$ cat config.mk
export PLATFORM = sky130hd
export DESIGN_NAME = console_output_cursor_tracker_flat
export DESIGN_NICKNAME = d
export VERILOG_FILES = /design/src/coct_pkg.sv /design/src/coct_if.sv /design/src/console_output_cursor_tracker.sv /design/src/flat_wrapper.sv
export SDC_FILE = /design/constraint.sdc
export NUM_CORES = 1
export LEC_CHECK = 0
export BUFFER_PORTS_ARGS = -buffer_cell sky130_fd_sc_hd__clkbuf_2
export CAP_MARGIN = 20
export CORE_UTILIZATION = 55
export DETAILED_ROUTE_END_ITERATION = 10
export PLACE_DENSITY_LB_ADDON = 0.12
export SLEW_MARGIN = 30
export SYNTH_ARGS = -nofsm -noshare
export SYNTH_HDL_FRONTEND = slang
export SYNTH_SLANG_ARGS = --single-unit
$ cat constraint.sdc
create_clock -name clk -period 6.65 [get_ports clk]
set_input_delay 0.665 -clock clk [delete_from_list [all_inputs] [get_ports clk]]
set_output_delay 0.665 -clock clk [all_outputs]
set_load 0.01 [all_outputs]
$ cat src/coct_pkg.sv
package coct_pkg;

  // input opcodes
  localparam logic [1:0] OP_TEXT  = 2'd0;
  localparam logic [1:0] OP_RAW   = 2'd1;
  localparam logic [1:0] OP_CLEAR = 2'd2;

  // bytes with a meaning to the tracker
  localparam logic [7:0] CHR_BS    = 8'h08;
  localparam logic [7:0] CHR_TAB   = 8'h09;
  localparam logic [7:0] CHR_LF    = 8'h0A;
  localparam logic [7:0] CHR_CR    = 8'h0D;
  localparam logic [7:0] CHR_SPACE = 8'h20;

  localparam int DEFAULT_COLS = 80;
  localparam int DEFAULT_ROWS = 24;
  localparam int TAB_STEP     = 4;

  // erase display then home, seven bytes
  localparam int CLEAR_LEN = 7;

  localparam int REG_COLS = 0;
  localparam int REG_ROWS = 1;

  typedef enum logic [1:0] {
    RUN_SINGLE,
    RUN_CRLF,
    RUN_CLEAR
  } run_kind_t;

  function automatic logic [7:0] clear_seq_byte(input logic [2:0] idx);
    logic [7:0] b;
    case (idx)
      3'd0:    b = 8'h1B;
      3'd1:    b = 8'h5B;
      3'd2:    b = 8'h32;
      3'd3:    b = 8'h4A;
      3'd4:    b = 8'h1B;
      3'd5:    b = 8'h5B;
      3'd6:    b = 8'h48;
      default: b = 8'h00;
    endcase
    return b;
  endfunction

endpackage

$ cat src/coct_if.sv
interface coct_in_if;
  logic       valid;
  logic       ready;
  logic [1:0] opcode;
  logic [7:0] in_byte;
  logic       text_start;

  modport source (output valid, output opcode, output in_byte, output text_start,
                  input ready);
  modport sink (input valid, input opcode, input in_byte, input text_start,
                output ready);
endinterface

interface coct_out_if;
  logic       valid;
  logic       ready;
  logic [7:0] out_byte;
  logic       last_of_run;
  logic [7:0] row_now;
  logic [7:0] col_now;

  modport source (output valid, output out_byte, output last_of_run, output row_now,
                  output col_now, input ready);
  modport sink (input valid, input out_byte, input last_of_run, input row_now,
                input col_now, output ready);
endinterface

$ cat src/console_output_cursor_tracker.sv
// the first byte of an item shows on out_ch in the cycle after the item is taken
// throughput: one item per cycle for single-byte items while the sink is ready; a
//   line feed expanded to CR LF or a clear holds the input until its last byte goes,
//   set by the single run register that steps through the bytes of one item
// reset (rst_n low, synchronous): cursor at row 0 column 0, no CR held, no run
//   pending, screen size back to 80 by 24
module console_output_cursor_tracker #(
  parameter int DIM_BITS = 8
) (
  input  logic              clk,
  input  logic              rst_n,
  coct_in_if.sink           in_ch,
  coct_out_if.source        out_ch,
  input  logic              cfg_psel,
  input  logic              cfg_penable,
  input  logic              cfg_pwrite,
  input  logic [2:0]        cfg_paddr,
  input  logic [31:0]       cfg_pwdata,
  output logic [31:0]       cfg_prdata,
  output logic              cfg_pready
);

  // working width for cursor math: holds a dimension plus one and the defaults
  localparam int CW = (DIM_BITS + 1 > 8) ? DIM_BITS + 1 : 8;

  localparam logic [DIM_BITS-1:0] COLS_RST = DIM_BITS'(coct_pkg::DEFAULT_COLS);
  localparam logic [DIM_BITS-1:0] ROWS_RST = DIM_BITS'(coct_pkg::DEFAULT_ROWS);

  // ---------------------------------------------------------------------------
  // configuration registers
  // ---------------------------------------------------------------------------
  logic [DIM_BITS-1:0] cols_r;
  logic [DIM_BITS-1:0] rows_r;
  logic                cfg_wr;

  assign cfg_pready = 1'b1;
  assign cfg_wr     = cfg_psel && cfg_penable && cfg_pwrite && cfg_pready;

  // only address bit 2 selects the register, low bits ignored
  always_ff @(posedge clk) begin
    if (!rst_n) begin
      cols_r <= COLS_RST;
      rows_r <= ROWS_RST;
    end else if (cfg_wr) begin
      if (cfg_paddr[2] == 1'(coct_pkg::REG_ROWS)) begin
        rows_r <= cfg_pwdata[DIM_BITS-1:0];
      end else begin
        cols_r <= cfg_pwdata[DIM_BITS-1:0];
      end
    end
  end

  always_comb begin
    if (cfg_paddr[2] == 1'(coct_pkg::REG_ROWS)) begin
      cfg_prdata = 32'(rows_r);
    end else begin
      cfg_prdata = 32'(cols_r);
    end
  end

  // ---------------------------------------------------------------------------
  // cursor state, updated when an item is taken
  // ---------------------------------------------------------------------------
  logic [DIM_BITS-1:0] row_r, row_nxt;
  logic [DIM_BITS-1:0] col_r, col_nxt;
  logic                prev_cr_r, prev_cr_nxt;

  // run register: bytes of the current item waiting for the sink
  logic                  run_v_r, run_v_nxt;
  coct_pkg::run_kind_t   run_kind_r, run_kind_nxt;
  logic [7:0]            run_byte_r, run_byte_nxt;
  logic [7:0]            run_row_r, run_row_nxt;
  logic [7:0]            run_col_r, run_col_nxt;
  logic [2:0]            idx_r, idx_nxt;

  logic in_fire;
  logic out_fire;
  logic run_last;

  // the run ends when its last byte goes; a new item may load in that cycle
  assign in_ch.ready = !run_v_r || (out_ch.ready && run_last);
  assign in_fire     = in_ch.valid && in_ch.ready;
  assign out_fire    = run_v_r && out_ch.ready;

  // effective screen size, zero means default
  logic [CW-1:0] eff_cols;
  logic [CW-1:0] eff_rows;

  assign eff_cols = (cols_r == '0) ? CW'(coct_pkg::DEFAULT_COLS) : CW'(cols_r);
  assign eff_rows = (rows_r == '0) ? CW'(coct_pkg::DEFAULT_ROWS) : CW'(rows_r);

  // tracking of a text byte
  logic [CW-1:0] col_ext, row_ext;
  logic [CW-1:0] col_step;
  logic [CW-1:0] col_trk, row_trk;
  logic          down_lf;
  logic          wrap;
  logic [CW-1:0] row_plus;

  always_comb begin
    col_ext  = CW'(col_r);
    row_ext  = CW'(row_r);
    row_plus = row_ext + CW'(1);
    down_lf  = 1'b0;

    if (in_ch.in_byte == coct_pkg::CHR_CR) begin
      col_step = '0;
    end else if (in_ch.in_byte == coct_pkg::CHR_LF) begin
      col_step = '0;
      down_lf  = 1'b1;
    end else if (in_ch.in_byte == coct_pkg::CHR_BS) begin
      col_step = (col_ext != '0) ? col_ext - CW'(1) : col_ext;
    end else if (in_ch.in_byte == coct_pkg::CHR_TAB) begin
      // next multiple of four
      col_step = (col_ext + CW'(coct_pkg::TAB_STEP)) & ~CW'(coct_pkg::TAB_STEP - 1);
    end else if (in_ch.in_byte >= coct_pkg::CHR_SPACE) begin
      col_step = col_ext + CW'(1);
    end else begin
      col_step = col_ext;
    end

    // line feed never wraps (column is zero), so at most one step down
    wrap = (col_step >= eff_cols);
    if (wrap) begin
      col_trk = '0;
    end else begin
      col_trk = col_step;
    end

    // row saturates at the last row
    if ((down_lf || wrap) && (row_plus < eff_rows)) begin
      row_trk = row_plus;
    end else begin
      row_trk = row_ext;
    end
  end

  // next state and run load on an accepted item
  logic [CW-1:0] row_out_ext, col_out_ext;

  always_comb begin
    row_nxt      = row_r;
    col_nxt      = col_r;
    prev_cr_nxt  = prev_cr_r;
    run_v_nxt    = run_v_r;
    run_kind_nxt = run_kind_r;
    run_byte_nxt = run_byte_r;
    idx_nxt      = idx_r;

    if (out_fire) begin
      if (run_last) begin
        run_v_nxt = 1'b0;
      end else begin
        idx_nxt = idx_r + 3'd1;
      end
    end

    if (in_fire) begin
      idx_nxt      = '0;
      run_byte_nxt = in_ch.in_byte;
      unique case (in_ch.opcode)
        coct_pkg::OP_TEXT: begin
          run_v_nxt = 1'b1;
          // a held CR within the same text means the LF goes out alone
          if (in_ch.in_byte == coct_pkg::CHR_LF && !(prev_cr_r && !in_ch.text_start)) begin
            run_kind_nxt = coct_pkg::RUN_CRLF;
          end else begin
            run_kind_nxt = coct_pkg::RUN_SINGLE;
          end
          row_nxt     = row_trk[DIM_BITS-1:0];
          col_nxt     = col_trk[DIM_BITS-1:0];
          prev_cr_nxt = (in_ch.in_byte == coct_pkg::CHR_CR);
        end
        coct_pkg::OP_RAW: begin
          run_v_nxt    = 1'b1;
          run_kind_nxt = coct_pkg::RUN_SINGLE;
          prev_cr_nxt  = 1'b0;
        end
        coct_pkg::OP_CLEAR: begin
          run_v_nxt    = 1'b1;
          run_kind_nxt = coct_pkg::RUN_CLEAR;
          row_nxt      = '0;
          col_nxt      = '0;
          prev_cr_nxt  = 1'b0;
        end
        default: begin
          // undefined opcode: taken, nothing sent, state kept
          run_v_nxt = 1'b0;
        end
      endcase
    end

    // reported cursor is the low byte of the state after the item
    row_out_ext = CW'(row_nxt);
    col_out_ext = CW'(col_nxt);
    run_row_nxt = in_fire ? row_out_ext[7:0] : run_row_r;
    run_col_nxt = in_fire ? col_out_ext[7:0] : run_col_r;
  end

  always_ff @(posedge clk) begin
    if (!rst_n) begin
      row_r     <= '0;
      col_r     <= '0;
      prev_cr_r <= 1'b0;
      run_v_r   <= 1'b0;
      idx_r     <= '0;
    end else begin
      row_r     <= row_nxt;
      col_r     <= col_nxt;
      prev_cr_r <= prev_cr_nxt;
      run_v_r   <= run_v_nxt;
      idx_r     <= idx_nxt;
    end
  end

  // payload of the run, no reset needed
  always_ff @(posedge clk) begin
    run_kind_r <= run_kind_nxt;
    run_byte_r <= run_byte_nxt;
    run_row_r  <= run_row_nxt;
    run_col_r  <= run_col_nxt;
  end

  // ---------------------------------------------------------------------------
  // byte selection for the sink
  // ---------------------------------------------------------------------------
  always_comb begin
    case (run_kind_r)
      coct_pkg::RUN_CRLF: begin
        out_ch.out_byte = (idx_r == 3'd0) ? coct_pkg::CHR_CR : coct_pkg::CHR_LF;
        run_last        = (idx_r == 3'd1);
      end
      coct_pkg::RUN_CLEAR: begin
        out_ch.out_byte = coct_pkg::clear_seq_byte(idx_r);
        run_last        = (idx_r == 3'(coct_pkg::CLEAR_LEN - 1));
      end
      default: begin
        out_ch.out_byte = run_byte_r;
        run_last        = 1'b1;
      end
    endcase
  end

  assign out_ch.valid       = run_v_r;
  assign out_ch.last_of_run = run_last;
  assign out_ch.row_now     = run_row_r;
  assign out_ch.col_now     = run_col_r;

endmodule

$ cat src/flat_wrapper.sv
// flat-port wrapper written by rule: the top's interface ports become plain ports
module console_output_cursor_tracker_flat 
#(
  parameter int DIM_BITS = 8
)
  (clk, rst_n, cfg_psel, cfg_penable, cfg_pwrite, cfg_paddr, cfg_pwdata, cfg_prdata, cfg_pready, in_ch_valid, in_ch_opcode, in_ch_in_byte, in_ch_text_start, in_ch_ready, out_ch_valid, out_ch_out_byte, out_ch_last_of_run, out_ch_row_now, out_ch_col_now, out_ch_ready);
  coct_in_if in_ch_i ();
  coct_out_if out_ch_i ();
  input  logic clk;
  input  logic rst_n;
  input  logic cfg_psel;
  input  logic cfg_penable;
  input  logic cfg_pwrite;
  input  logic [2:0] cfg_paddr;
  input  logic [31:0] cfg_pwdata;
  output logic [31:0] cfg_prdata;
  output logic cfg_pready;
  input wire logic [$bits(in_ch_i.valid)-1:0] in_ch_valid;
  input wire logic [$bits(in_ch_i.opcode)-1:0] in_ch_opcode;
  input wire logic [$bits(in_ch_i.in_byte)-1:0] in_ch_in_byte;
  input wire logic [$bits(in_ch_i.text_start)-1:0] in_ch_text_start;
  output wire logic [$bits(in_ch_i.ready)-1:0] in_ch_ready;
  output wire logic [$bits(out_ch_i.valid)-1:0] out_ch_valid;
  output wire logic [$bits(out_ch_i.out_byte)-1:0] out_ch_out_byte;
  output wire logic [$bits(out_ch_i.last_of_run)-1:0] out_ch_last_of_run;
  output wire logic [$bits(out_ch_i.row_now)-1:0] out_ch_row_now;
  output wire logic [$bits(out_ch_i.col_now)-1:0] out_ch_col_now;
  input wire logic [$bits(out_ch_i.ready)-1:0] out_ch_ready;
  assign in_ch_i.valid = in_ch_valid;
  assign in_ch_i.opcode = in_ch_opcode;
  assign in_ch_i.in_byte = in_ch_in_byte;
  assign in_ch_i.text_start = in_ch_text_start;
  assign in_ch_ready = in_ch_i.ready;
  assign out_ch_valid = out_ch_i.valid;
  assign out_ch_out_byte = out_ch_i.out_byte;
  assign out_ch_last_of_run = out_ch_i.last_of_run;
  assign out_ch_row_now = out_ch_i.row_now;
  assign out_ch_col_now = out_ch_i.col_now;
  assign out_ch_i.ready = out_ch_ready;
  console_output_cursor_tracker #(.DIM_BITS(DIM_BITS)) u_core (.clk(clk), .rst_n(rst_n), .in_ch(in_ch_i), .out_ch(out_ch_i), .cfg_psel(cfg_psel), .cfg_penable(cfg_penable), .cfg_pwrite(cfg_pwrite), .cfg_paddr(cfg_paddr), .cfg_pwdata(cfg_pwdata), .cfg_prdata(cfg_prdata), .cfg_pready(cfg_pready));
endmodule
==> Implementation_results.wiki <==
{| class="wikitable"
! Metric !! Value
|-
| Startpoint Class || input port
|-
| Combinational family with the most area after synthesis || simple AND/OR/NAND/NOR gates
|-
| Max Freq || 0.2379 GHz
|-
| First-iteration detailed-routing DRC count || 140
|-
| Synth Area in Simple Gates || 0.2129
|-
| Sequential area share after synthesis || 0.3688
|-
| Post-Synthesis Mean Instance Area || 8.721 sq um
|-
| TritonCTS clock tree || done
|-
| Metal-1 WL || 4.317 mm
|-
| Initial standard-cell utilization of the core || 0.5687
|-
| Slew headroom || 0.4551
|-
| Worst path required time || 6860 ps
|-
| Actual slew at the worst max-slew pin || 811.0 ps
|-
| Overall die area || 7851 sq um
|-
| Antenna violations before repair || 0
|-
| Smallest setup slack after layout || 2447 ps
|-
| Half-perimeter wire length after detailed placement || 6.601 mm
|-
| Global-route wire length before repair || 14.24 mm
|-
| Met2 WL post-DR || 4.069 mm
|-
| Xor and xnor area share after synthesis || 0.008493
|-
| Floorplan core area || 7253 sq um
|-
| Post-DR vias/cell || 5.490
|-
| Number of rows created at floorplan || 31
|-
| Root Driver || sky130_fd_sc_hd__clkbuf_8
|-
| WS Path Type || input port to flip-flop
|-
| Largest fanout on the critical path || 6
|-
| Share of synthesized flip-flops with an asynchronous set or reset || 0
|-
| DP Worst Slack || 2208 ps
|-
| Post-route setup TNS || 0 ps
|-
| Max Buffers Root-to-Sink || 2
|-
| Instance count of the mapped netlist || 473
|-
| Diode count || 0
|-
| X dimension of the die || 88.61 um
|-
| CP Capture Point || u_core.out_ch.col_now[2]
|-
| Clock buffers created by TritonCTS || 9
|-
| Number of setup violations in the final report || 0
|-
| 1st-pass router iterations || 4
|-
| Portion of netlist area occupied by mux cells || 0.01031
|-
| Final net count || 616
|-
| Commonest non-fill, non-tap cell in the layout || sky130_fd_sc_hd__nand2_1
|-
| Via count of the first global-routing pass || 3,090
|-
| Wire length after detailed routing || 8.818 mm
|-
| Count of pins over their slew limit || 0
|-
| Launch instance of the worst register-to-register path || u_core.col_r[1]
|-
| Total met3 wirelength after detailed routing || 357 um
|-
| Run status || finished, final reports clean
|-
| Worst setup EP type || flip-flop
|-
| Final Hold Fails || 0
|-
| Synthesized flop and latch total || 63
|-
| Setup skew after layout || 11.32 ps
|-
| Min Clock Period, post-route || 4203 ps
|-
| Worst endpoint data arrival time || 4410 ps
|-
| Wire length per cell || 13.89 um
|-
| # fillers || 673
|-
| Clock latency reported for the late side of the worst-skew pair || 340 ps
|-
| Vertical die dimension || 88.61 um
|-
| RSZ-0062 raised after global routing || no
|-
| Reported leakage power || 0.002060 uW
|-
| Post-synth design cell area || 4125 sq um
|-
| End of the worst register-to-register path || u_core.out_ch.col_now[2]
|-
| Antenna viol nets, final || 0
|-
| Share of the synthesized area in compound gates (AO/OA/AOI/OAI) || 0.2081
|-
| Post-CTS resize count || 0
|-
| Number of H-tree levels || 3
|-
| Top routing layer in use || met4
|-
| Worst setup path start || in_ch_in_byte[4]
|-
| Warning count from the yosys run || 0
|-
| Total global routing overflow || 0
|-
| GRT Util Overall || 0.2343
|-
| DRC violations left || 0
|-
| IO buf count || 61
|-
| Cts hold-fix bufs || 0
|-
| Clock tree sinks || 63
|-
| Vias after detailed routing || 3,486
|-
| Fraction of layout cells with a size suffix above 1 || 0.1828
|-
| Peak supply drop || 119.2 uV
|-
| Top_reg_cell synth || sky130_fd_sc_hd__dfxtp_1
|-
| RD Place Congestion || 0.8802
|-
| Count of flip-flops with a built-in enable after synthesis || 26
|-
| Maximum number of pins on one net before global-route repair || 39
|-
| Fraction of the cycle the final worst path needs || 0.6321
|-
| Buffers inserted by post-CTS timing repair || 0
|-
| Number of distinct library cells after synthesis || 68
|-
| R2R cell count || 14
|-
| Most frequent cells in the layout || sky130_fd_sc_hd__nand2_1 (76), sky130_fd_sc_hd__clkbuf_2 (61), sky130_fd_sc_hd__dfxtp_1 (37)
|-
| Reported max-cap violation count || 0
|-
| Clock-pin slew reported for the worst setup and hold paths after clock tree synthesis || 70 ps
|-
| Worst min-delay path class || flip-flop to flip-flop
|-
| Top-level I/O count || 113
|-
| Flop-to-flop setup slack || 2530 ps
|-
| Area growth from synthesis to final layout || 11.19%
|-
| Adder-cell share of the synthesized area || 0.09706
|-
| Power per standard cell area || 183.2 nW/um^2
|}
==> cells in the mapped netlist (3+ instances only) <==
library cell,n,area share
sky130_fd_sc_hd__o211ai_1,6,0.011
sky130_fd_sc_hd__dfxtp_1,37,0.18
sky130_fd_sc_hd__nand2b_1,7,0.011
sky130_fd_sc_hd__nand3b_1,3,0.0055
sky130_fd_sc_hd__xnor2_1,3,0.0064
sky130_fd_sc_hd__nand3_1,16,0.019
sky130_fd_sc_hd__a31o_2,4,0.0085
sky130_fd_sc_hd__clkbuf_1,10,0.0091
sky130_fd_sc_hd__o21ai_0,27,0.033
sky130_fd_sc_hd__nand4_1,6,0.0091
sky130_fd_sc_hd__nand2_1,76,0.069
sky130_fd_sc_hd__nor3_1,9,0.011
sky130_fd_sc_hd__a21oi_1,16,0.019
sky130_fd_sc_hd__a22o_1,4,0.0085
sky130_fd_sc_hd__and3_1,3,0.0046
sky130_fd_sc_hd__a211oi_1,3,0.0055
sky130_fd_sc_hd__or3_1,7,0.011
sky130_fd_sc_hd__a31oi_1,5,0.0076
sky130_fd_sc_hd__buf_4,25,0.045
sky130_fd_sc_hd__ha_1,32,0.097
sky130_fd_sc_hd__edfxtp_1,26,0.19
sky130_fd_sc_hd__o22ai_1,3,0.0046
sky130_fd_sc_hd__and2_1,12,0.018
sky130_fd_sc_hd__a21o_1,9,0.016
sky130_fd_sc_hd__inv_1,35,0.032
sky130_fd_sc_hd__a21boi_0,19,0.035
sky130_fd_sc_hd__nor2_1,19,0.017
sky130_fd_sc_hd__or2_2,3,0.0046
==> metal layers <==
layer,global-route usage,up-vias
met4,0.06452,0
li1,-,1754
met2,0.3832,95
met3,0.04944,9
met1,0.3143,1628
met5,0,-
==> cells by family after synthesis <==
family / after synthesis
AND/OR/NAND/NOR: 174
AO/OA/AOI/OAI: 120
buffers and inverters: 74
flip-flops: 63
adder cells (fa/ha/maj): 32
XOR/XNOR: 4
multiplexers: 4
other: 2
==> worst max-delay path, cell delays in order <==
cell and delay [ps]:
sky130_fd_sc_hd__clkbuf_2 130, sky130_fd_sc_hd__nor4b_4 420, sky130_fd_sc_hd__and4_1 270, sky130_fd_sc_hd__o21ai_0 90, sky130_fd_sc_hd__or3_2 480, sky130_fd_sc_hd__a31oi_1 300, sky130_fd_sc_hd__nor2_1 90, sky130_fd_sc_hd__ha_1 330
sky130_fd_sc_hd__and3_1 200, sky130_fd_sc_hd__o21ai_0 80, sky130_fd_sc_hd__o21a_1 170, sky130_fd_sc_hd__nand4_1 160, sky130_fd_sc_hd__nor3_1 670, sky130_fd_sc_hd__a32oi_1 260, sky130_fd_sc_hd__inv_1 100
==> report_power, final <==
group          internal (uW)  total, uW  leakage, uW  switching (uW)
combinational           34.5        102      0.00141            67.6
sequential               416        421     0.000558            5.14
clock                    169        318    0.0000961             149
==> metrics by stage <==
| step | total power, uW | hold slack (ps) | utilization | cell area, sq um | cells |
|---|---|---|---|---|---|
| finish | 840.5 | 468.6 | 0.6324 | 4587 | 635 |
| detailed placement | 530.8 | 462.7 | 0.6069 | 4402 | 619 |
| global route | 873.6 | 498.4 | 0.6324 | 4587 | 635 |
| CTS | 842.0 | 472.9 | 0.6324 | 4587 | 635 |
| floorplan | 504.0 | 443.5 | - | 4212 | 496 |
| global placement | 529.0 | 455.2 | 0.6069 | 4402 | 619 |
==> layout make-up <==
cell class	count	area, sq um	share of cell area
clock buffers	14	173.9	0.03792
repair buffers	62	312.8	0.06819
flip-flops and latches	63	1521	0.3317
multi-input cells	359	2308	0.5033
well taps	99	123.9	0.02700
inverters	36	135.1	0.02946
clock inverters	2	11.26	0.002455
==> sequential cells by signal (all words and copies together) (netlist names) <==
signal and count:
u_core.run_kind_r 2, u_core.col_r 8, u_core.cols_r 8, u_core.out_ch.col_now 8, u_core.prev_cr_r 1, u_core.run_byte_r 8
u_core.rows_r 8, u_core.row_r 8, u_core.idx_r 3, u_core.out_ch.valid 1, u_core.out_ch.row_now 8
==> worst min-delay path by stage <==
| stage | end | depth (start not counted) | start |
|---|---|---|---|
| after floorplan | u_core.cols_r[1] | 2 | u_core.cols_r[1] |
| after global placement | u_core.cols_r[1] | 2 | u_core.cols_r[1] |
| after detailed placement | u_core.cols_r[2] | 2 | u_core.cols_r[2] |
| after CTS | u_core.cols_r[2] | 2 | u_core.cols_r[2] |
| after global routing | u_core.cols_r[2] | 2 | u_core.cols_r[2] |
| final | u_core.cols_r[2] | 2 | u_core.cols_r[2] |
(Power assumes the default switching activity.)
